$ cat src/rtl/sioe_pkg.sv
// Shared types, constants and the byte count function for the signed
// integer octet encoder. No dependencies.
`timescale 1ns / 1ps

package sioe_pkg;

    localparam int ValueW   = 64;
    localparam int ByteW    = 8;
    localparam int CntW     = 4;
    localparam int MaxBytes = ValueW / ByteW;

    typedef logic signed [ValueW-1:0] t_value;
    typedef logic [ByteW-1:0]         t_byte;
    typedef logic [CntW-1:0]          t_cnt;

    // Request handed from the input register to the serializer
    typedef struct packed {
        logic valid;
        t_cnt count;
    } t_load;

    // Fewest bytes whose sign extension gives back x (1 to 8).
    // Each width is checked on its own; the smallest match wins.
    function automatic t_cnt value_byte_count(input t_value x);
        t_cnt   n;
        t_value upper;
        n = t_cnt'(MaxBytes);
        for (int k = MaxBytes - 1; k >= 1; k--) begin
            upper = x >>> (ByteW * k - 1);
            if (upper == '0 || upper == '1) begin
                n = t_cnt'(k);
            end
        end
        return n;
    endfunction

endpackage

$ cat src/rtl/sioe_value_if.sv
// Input channel of the encoder: valid/ready handshake with a signed value.
// Depends on sioe_pkg.
`timescale 1ns / 1ps

interface sioe_value_if;
    logic             valid;
    logic             ready;
    sioe_pkg::t_value value;

    modport source (output valid, output value, input ready);
    modport sink   (input valid, input value, output ready);
endinterface

$ cat src/rtl/sioe_byte_if.sv
// Output channel of the encoder: valid/ready handshake with one byte and
// an end-of-encoding flag. Depends on sioe_pkg.
`timescale 1ns / 1ps

interface sioe_byte_if;
    logic            valid;
    logic            ready;
    sioe_pkg::t_byte out_byte;
    logic            last;

    modport source (output valid, output out_byte, output last, input ready);
    modport sink   (input valid, input out_byte, input last, output ready);
endinterface

$ cat src/rtl/sioe_serializer.sv
// Output stage: holds one value with its byte count and sends the length
// byte and then the value bytes, most significant first.
// Depends on sioe_pkg and sioe_byte_if.
`timescale 1ns / 1ps

module sioe_serializer (
    input  logic             i_clk,
    input  logic             i_rst_n,
    input  sioe_pkg::t_load  i_load,
    input  sioe_pkg::t_value i_value,
    output logic             o_take,
    sioe_byte_if.source      o_out
);

    logic             r_valid, n_valid;
    sioe_pkg::t_value r_val;
    sioe_pkg::t_cnt   r_cnt;
    sioe_pkg::t_cnt   r_idx, n_idx;

    logic             w_last;
    logic             w_fire;
    logic [2:0]       w_sel;

    // Index 0 is the length byte, index r_cnt the final value byte
    assign w_last = (r_idx == r_cnt);
    assign w_fire = r_valid && o_out.ready;
    assign o_take = !r_valid || (o_out.ready && w_last);

    // Value byte position counted from the least significant end
    assign w_sel = 3'(r_cnt - r_idx);

    assign o_out.valid    = r_valid;
    assign o_out.last     = w_last;
    assign o_out.out_byte = (r_idx == '0) ? sioe_pkg::t_byte'(r_cnt)
                                          : r_val[{w_sel, 3'b000} +: sioe_pkg::ByteW];

    // Next state: load a new request when free, else step through bytes
    always_comb begin
        n_valid = r_valid;
        n_idx   = r_idx;
        if (o_take) begin
            n_valid = i_load.valid;
            n_idx   = '0;
        end else if (w_fire) begin
            n_idx = r_idx + 1'b1;
        end
    end

    always_ff @(posedge i_clk) begin
        if (!i_rst_n) begin
            r_valid <= 1'b0;
            r_idx   <= '0;
        end else begin
            r_valid <= n_valid;
            r_idx   <= n_idx;
        end
    end

    // Payload, no reset
    always_ff @(posedge i_clk) begin
        if (o_take) begin
            r_val <= i_value;
            r_cnt <= i_load.count;
        end
    end

endmodule

$ cat src/rtl/signed_integer_octet_encoder.sv
// Top level of the signed integer octet encoder.
// Depends on sioe_pkg, sioe_value_if, sioe_byte_if and sioe_serializer.
`timescale 1ns / 1ps

// Encodes each signed 64-bit value as an unconstrained integer, octet
// aligned: a length byte n (1 to 8) followed by n big-endian two's
// complement bytes, the fewest that keep the sign; last marks the final
// byte. A value takes n + 1 bytes on the byte-wide output channel, and
// that channel sets the throughput. A value is taken into an input
// register, its byte count is found there, and it moves to the serializer
// as soon as the previous encoding sends its last byte, so the first byte
// of a value appears from the serializer register after the input register,
// and encodings follow each other with no gap. The input is ready whenever
// the input register is empty or is being emptied that cycle.

module signed_integer_octet_encoder (
    input  logic         i_clk,
    input  logic         i_rst_n,
    sioe_value_if.sink   i_in,
    sioe_byte_if.source  o_out
);

    logic             r_a_valid, n_a_valid;
    sioe_pkg::t_value r_a_val;

    logic             w_take;
    logic             w_accept;
    sioe_pkg::t_load  w_load;

    assign i_in.ready = !r_a_valid || w_take;
    assign w_accept   = i_in.valid && i_in.ready;

    // Byte count of the held value
    assign w_load.valid = r_a_valid;
    assign w_load.count = sioe_pkg::value_byte_count(r_a_val);

    // Input register occupancy
    always_comb begin
        n_a_valid = r_a_valid;
        if (w_accept) begin
            n_a_valid = 1'b1;
        end else if (w_take) begin
            n_a_valid = 1'b0;
        end
    end

    always_ff @(posedge i_clk) begin
        if (!i_rst_n) begin
            r_a_valid <= 1'b0;
        end else begin
            r_a_valid <= n_a_valid;
        end
    end

    always_ff @(posedge i_clk) begin
        if (w_accept) begin
            r_a_val <= i_in.value;
        end
    end

    sioe_serializer u_ser (
        .i_clk   (i_clk),
        .i_rst_n (i_rst_n),
        .i_load  (w_load),
        .i_value (r_a_val),
        .o_take  (w_take),
        .o_out   (o_out)
    );

endmodule

$ cat src/flat_wrapper.sv
// flat-port wrapper written by rule: the top's interface ports become plain ports
module signed_integer_octet_encoder_flat 
  (i_clk, i_rst_n, i_in_valid, i_in_value, i_in_ready, o_out_valid, o_out_out_byte, o_out_last, o_out_ready);
  sioe_value_if i_in_i ();
  sioe_byte_if o_out_i ();
  input  logic i_clk;
  input  logic i_rst_n;
  input wire logic [$bits(i_in_i.valid)-1:0] i_in_valid;
  input wire logic [$bits(i_in_i.value)-1:0] i_in_value;
  output wire logic [$bits(i_in_i.ready)-1:0] i_in_ready;
  output wire logic [$bits(o_out_i.valid)-1:0] o_out_valid;
  output wire logic [$bits(o_out_i.out_byte)-1:0] o_out_out_byte;
  output wire logic [$bits(o_out_i.last)-1:0] o_out_last;
  input wire logic [$bits(o_out_i.ready)-1:0] o_out_ready;
  assign i_in_i.valid = i_in_valid;
  assign i_in_i.value = i_in_value;
  assign i_in_ready = i_in_i.ready;
  assign o_out_valid = o_out_i.valid;
  assign o_out_out_byte = o_out_i.out_byte;
  assign o_out_last = o_out_i.last;
  assign o_out_i.ready = o_out_ready;
  signed_integer_octet_encoder u_core (.i_clk(i_clk), .i_rst_n(i_rst_n), .i_in(i_in_i), .o_out(o_out_i));
endmodule
$ cat config.mk
export PLATFORM = sky130hd
export DESIGN_NAME = signed_integer_octet_encoder_flat
export DESIGN_NICKNAME = d
export VERILOG_FILES = /design/src/rtl/sioe_pkg.sv /design/src/rtl/sioe_value_if.sv /design/src/rtl/sioe_byte_if.sv /design/src/rtl/sioe_serializer.sv /design/src/rtl/signed_integer_octet_encoder.sv /design/src/flat_wrapper.sv
export SDC_FILE = /design/constraint.sdc
export NUM_CORES = 1
export LEC_CHECK = 0
export ABC_AREA = 1
export BUFFER_PORTS_ARGS = -buffer_cell sky130_fd_sc_hd__buf_2
export CORE_MARGIN = 4
export CORE_UTILIZATION = 45
export CTS_BUF_LIST = sky130_fd_sc_hd__clkbuf_16
export CTS_CLUSTER_SIZE = 40
export DETAILED_ROUTE_END_ITERATION = 10
export GPL_TIMING_DRIVEN = 1
export PLACE_DENSITY = 0.65
export SLEW_MARGIN = 25
export SYNTH_ARGS = -nofsm -noshare
export SYNTH_HDL_FRONTEND = slang
export SYNTH_SLANG_ARGS = --single-unit
$ cat constraint.sdc
create_clock -name i_clk -period 10.9 [get_ports i_clk]
set_input_delay 0.545 -clock i_clk [delete_from_list [all_inputs] [get_ports i_clk]]
set_output_delay 0.545 -clock i_clk [all_outputs]
set_load 0.02 [all_outputs]
==> results of run 1 <==
layer usage:
layer | wire length [um] | vias to the layer above | GRT usage [%]
met2 | 5290 | 145 | 25.1
met1 | 4890 | 1696 | 21.7
met3 | 755 | 20 | 5.61
met4 | 271 | 0 | 6.87
met5 | 0 | - | 0
li1 | - | 1809 | -
sequential cells by signal (all words and copies together) (netlist names):
register	count
u_core.u_ser.o_out.valid	1
u_core.u_ser.r_cnt	4
u_core.u_ser.r_val	64
u_core.r_a_val	64
u_core.u_ser.r_idx	4
u_core.r_a_valid	1
synth_stat cells (2+ instances only):
library cell | count | area, um2
nand4_1 | 4 | 25.0
edfxtp_1 | 132 | 3960
o22ai_1 | 5 | 31.3
nor2_2 | 3 | 18.8
nor3_1 | 4 | 20.0
nand2_1 | 94 | 353
ha_1 | 4 | 50.1
nand3_1 | 20 | 100
nand2_2 | 4 | 25.0
nand3b_1 | 2 | 15.0
buf_2 | 8 | 40.0
o21ai_1 | 2 | 10.0
o21ai_0 | 29 | 145
a21oi_1 | 5 | 25.0
dfxtp_1 | 6 | 120
inv_1 | 26 | 97.6
o211ai_1 | 3 | 22.5
inv_2 | 2 | 7.51
nor2_1 | 102 | 383
o221ai_1 | 5 | 43.8
how the worst max path moves through the flow:
stage	startpoint	endpoint	slack, ps	depth (start not counted)
2_1_floorplan	u_core.u_ser.r_cnt[0]$_SDFFCE_PP1P_	u_core.r_a_val[0]$_DFFE_PP_	6870	11
6_report	u_core.u_ser.r_cnt[0]$_SDFFCE_PP1P_	o_out_out_byte[2]	7060	8
3_5_place_dp	u_core.u_ser.r_cnt[0]$_SDFFCE_PP1P_	o_out_out_byte[2]	7560	8
5_1_grt	u_core.u_ser.r_cnt[0]$_SDFFCE_PP1P_	o_out_out_byte[2]	6780	8
4_1_cts	u_core.u_ser.r_cnt[0]$_SDFFCE_PP1P_	o_out_out_byte[2]	7120	8
3_3_place_gp	u_core.u_ser.r_cnt[0]$_SDFFCE_PP1P_	o_out_out_byte[2]	7690	8
power breakdown:
group          switching [W]  total [W]  leakage (nW)  internal, W
logic              0.0000494  0.0000761         0.946    0.0000267
registers          0.0000227   0.000651          1.37     0.000629
clock network       0.000230   0.000529         0.264     0.000299
total               0.000302    0.00126          2.58     0.000954
metrics by stage:
step                hold WS [ps]  power [W]  instances
global route                 276    0.00131        739
global placement             411   0.000736        707
finish                       298    0.00126        739
detailed placement           411   0.000738        707
floorplan                    400   0.000701        469
CTS                          280    0.00127        739
final cells by class:
class | count | area [um2]
timing repair buffer | 80 | 405
clock buffer | 17 | 425
sequential | 138 | 4080
inverter | 29 | 111
fill | 1015 | 5390
multi-input combinational | 292 | 1350
tap | 168 | 210
clock inverter | 15 | 135
kinds of logic after synthesis:
family / count (synthesis) / share of synthesized area [%]
AO/OA/AOI/OAI: 51 / 5.26
XOR/XNOR: 2 / 0.649
adder cells (fa/ha/maj): 5 / 1.25
buffers and inverters: 39 / 2.86
flip-flops: 138 / 73.0
AND/OR/NAND/NOR: 234 / 17.0
==> impl_metrics.toml, run 1 <==
[outcome]
status = "completed"

[floorplan]
boundaryPins = 79
die-area_um2 = 14300
core_area_um2 = 12100
core.rowCount = 40
initial_core_util_pct = 46.2
die_h_um = 119
die_x_um = 119

[synthesis]
async_reset_ff_share_pct = 0
ys_ff_latch = 138
ys_seq_area_share_pct = 73.0
synth_edf_count = 132
yosys_warnings = 0
netlist_instances = 469
syn_area_per_cell_um2 = 11.9
synth_area_um2 = 5590
synth_cell_types = 29
synthesis.nets = 542
synthFlopType = "edfxtp_1"

[global_route]
grt_pass1_vias = 3536
grt_use_total_pct = 16.5
grt_max_degree = 69
gr-total-overflow = 0
grt_pass1_wl_mm = 17.9
antenna_found_initial = 0

[timing]
rsz0062_at_grt = "no"
hold_viol_final = 0
setup_slack_ps = 7060
worst_pin_slew_ps = 928
min_period_ps = 3840
finalSetupViolations = 0
clock-skew-final_ps = 10.4
fmax_mhz = 261
slew_viol_final = 0
slew_headroom_pct = 38.2
finalCritPeriodShare_pct = 35.2
finalSetupTns_ps = 0

[drt]
drtIter0Drc = 216
drtPass1Iterations = 5
detail-route-antenna-nets = 0
wirelength_mm = 11.2
viasPerCell = 4.97
avgRoutedWirePerCell_um = 15.2
routed-via-count = 3670
drcViolationCount = 0

[setup_path]
worst_path_largest_cell_delay_ps = 890
crit_fanout = 34
r2r_end = "u_core.r_a_val[25]$_DFFE_PP_"
cpMaxStageDelayCell = "ha_1"
critPathBufInv = 3
cp_cell_sequence = "inv_1 > ha_1 > inv_1 > o21ai_0 > o221ai_1 > nand3_1 > o21ai_0 > buf_2"
cp.required_ps = 10360
ff2ff_setup_slack_ps = 7860
crit_family = "buffers and inverters"
critPathArrivalTime_ps = 3290
cp-start-kind = "flop"
path_class = "reg -> out"
end_kind = "primary output"
worstReg2RegStart = "u_core.u_ser.r_cnt[0]$_SDFFCE_PP1P_"
reg2regPathDepth = 11

[hold_path]
holdPathEnd = "u_core.r_a_val[1]$_DFFE_PP_"
worstHoldPathCells = 1
min_path_type = "in -> reg"
hold_path_startpoint = "i_in_value[1]"

[clocking]
path_clk_slew_ps = 60
cts.sinks = 138
cts_buffers = 17
cts-hold-fix-buffers = 0
post-cts-setup-buffers = 0
cts_resized = 0
cts_tree = "done"
htree_levels = 4
ctsRootBufferMaster = "clkbuf_16"
clockBufferDepth = 2
clk_latency_ps = 420

[job]
maxCapViolations = 0

[power]
ir_worst_vdd_v = 0.000122
p_leak_nw = 2.58
power_density_nw_per_um2 = 187

[placement]
dp_slack_ps = 7560
place.gp.congestion = 0.841
place_area_um2 = 6160
port_buffers = 78
hpwl_mm = 8.05

[layout]
nets = 631
final_util_pct = 55.5
syn2layout_area_growth_pct = 20.2
drive_gt1_share_pct = 22.1
layout_commonest_cell = "edfxtp_1"
mostFrequentLayoutCells = "132 x edfxtp_1, 102 x nor2_1, 94 x nand2_1"
antenna_cells = 0
fin_area_um2 = 6720
(Power assumes the default switching activity.)
==> run 2: changes to the inputs <==
==> constraint.sdc (replaced) <==
create_clock -name i_clk -period 3.85 [get_ports i_clk]
set_input_delay 0.1925 -clock i_clk [delete_from_list [all_inputs] [get_ports i_clk]]
set_output_delay 0.1925 -clock i_clk [all_outputs]
set_load 0.02 [all_outputs]
==> run 2 against run 1 <==
Sequential power grew to 2.8 times the previous value. Register-to-register slack lost 6500 ps. Utilization up 5.5 points. Power rose to 2.9 times the previous value. Design area grew 9.8%. Non-clock buffer count up 66. Clock-buffer cell count unchanged. Die area stayed put. Via count is 7.0% higher. Worst setup slack worse by 6500 ps. Sequential cell count unchanged. Final cell count up 9.1%. Largest cell class unchanged. Largest power group unchanged. Highest routed layer unchanged.
==> impl_metrics.toml, run 2 (synthesis results as in run 1) <==
[clocking]
clk_latency_ps = 420
cts.sinks = 138
cts_tree = "done"
post-cts-setup-buffers = 0
path_clk_slew_ps = 60
cts_buffers = 17
htree_levels = 4
ctsRootBufferMaster = "clkbuf_16"
clockBufferDepth = 2
cts_resized = 0

[floorplan]
core_area_um2 = 12100
initial_core_util_pct = 46.2
die-area_um2 = 14300
die_h_um = 119
boundaryPins = 79
core.rowCount = 40
die_x_um = 119

[drt]
routed-via-count = 3926
detail-route-antenna-nets = 0
drcViolationCount = 0
drtPass1Iterations = 5
drtIter0Drc = 375
viasPerCell = 4.87
wirelength_mm = 12.4
avgRoutedWirePerCell_um = 15.4

[setup_path]
critPathBufInv = 4
crit_top_cell = "inv_1"
worst_path_largest_cell_delay_ps = 910
path_class = "reg -> out"
end_kind = "primary output"
cpMaxStageDelayCell = "fa_1"
cp-start-kind = "flop"
crit_family = "adder cells"
crit_fanout = 20
cp_cell_sequence = "inv_1 > ha_1 > inv_1 > fa_1 > inv_1 > nand3_1 > a21oi_1 > nor3_1 > buf_2"
cp.required_ps = 3660
critPathArrivalTime_ps = 3050

[layout]
fill_cells = 953
multi_input_area_um2 = 1350
fin_cells = 806
mostFrequentLayoutCells = "132 x edfxtp_1, 102 x nor2_1, 94 x nand2_1"
layout_commonest_cell = "edfxtp_1"
seqCellArea_um2 = 4080
top_regs = "u_core.r_a_val: 64 flops, u_core.u_ser.r_val: 64 flops"
drive_gt1_share_pct = 19.2
nets = 697
syn2layout_area_growth_pct = 32.0

[power]
p_leak_nw = 2.87
total_power_w = 0.00365
power_density_nw_per_um2 = 495
ir_worst_vdd_v = 0.000300

[job]
maxCapViolations = 0

[global_route]
grt_pass1_wl_mm = 19.7
met2_usage_pct = 29.2
grt_max_degree = 69
grt_use_total_pct = 18.1
grt_busiest_layer = "met2"
grt_util_met3_pct = 5.47
grt_pass1_vias = 3906
met1_usage_pct = 22.3
gr-total-overflow = 0
antenna_found_initial = 1

[timing]
fmax_mhz = 308
hold_viol_final = 0
worst_pin_slew_ps = 932
finalCritPeriodShare_pct = 84.3
clock-skew-final_ps = 7.75
rsz0062_at_grt = "no"
slew_viol_final = 0
finalSetupTns_ps = 0
finalSetupViolations = 0
setup_slack_ps = 606
slew_headroom_pct = 37.8
min_period_ps = 3240

[placement]
port_buffers = 78
place.gp.congestion = 0.890
place_inst = 709
hpwl_mm = 8.26
dp_slack_ps = 1100

[hold_path]
min_path_type = "in -> reg"

[outcome]
status = "completed"
run 2: report_power, final:
group,switching (W),internal [W]
clock network,0.000600,0.000940
logic,0.000157,0.000119
registers,0.0000586,0.00178
run 2: final cells by class:
type / count / share of cell area, %
Tap cell: 168 / 2.85
Antenna cell: 1 / 0.0339
Clock buffer: 17 / 5.76
Multi-Input combinational cell: 292 / 18.3
Clock inverter: 15 / 1.81
Sequential cell: 138 / 55.3
Timing Repair Buffer: 146 / 14.4
Inverter: 29 / 1.56
run 2: worst paths after layout:
path / slack, ps / end / depth (start not counted) / startpoint
setup / recovery: 610 / o_out_out_byte[7] / 9 / u_core.u_ser.r_cnt[0]$_SDFFCE_PP1P_
hold / removal: 20 / u_core.u_ser.o_out.valid$_SDFFE_PN0P_ / 3 / i_rst_n
setup reg to reg: 1410 / u_core.u_ser.r_val[53]$_DFFE_PP_ / 8 / u_core.u_ser.r_cnt[0]$_SDFFCE_PP1P_
hold reg to reg: 420 / u_core.u_ser.r_val[6]$_DFFE_PP_ / 0 / u_core.r_a_val[6]$_DFFE_PP_
run 2: timing repair:
item / in CTS / in global routing
hold buffers: 64 / 0
endpoints found under the setup margin: 0 / 0
hold endpoints to repair: 64 / 0
run 2: worst reg2reg max path, stage by stage (launching register included):
cell and delay (ps):
edfxtp_1 320, inv_1 50, ha_1 280, buf_4 300
nand3_1 150, nor2_2 110, nand2_1 70, nand2_2 70
buf_4 660
run 2: per-layer routing:
metal	vias up	wire length [um]
met5	-	0
met4	0	363
met3	29	866
met2	134	5950
met1	1826	5200
li1	1937	-
run 2: through the flow:
step	hold slack, ps	utilization [%]	cell area [um2]
after global placement	369	51.0	6180
after floorplan	291	-	5600
final	18.5	61.0	7380
after global routing	20.7	61.0	7380
after CTS	9.15	60.9	7380
after detailed placement	371	51.0	6180
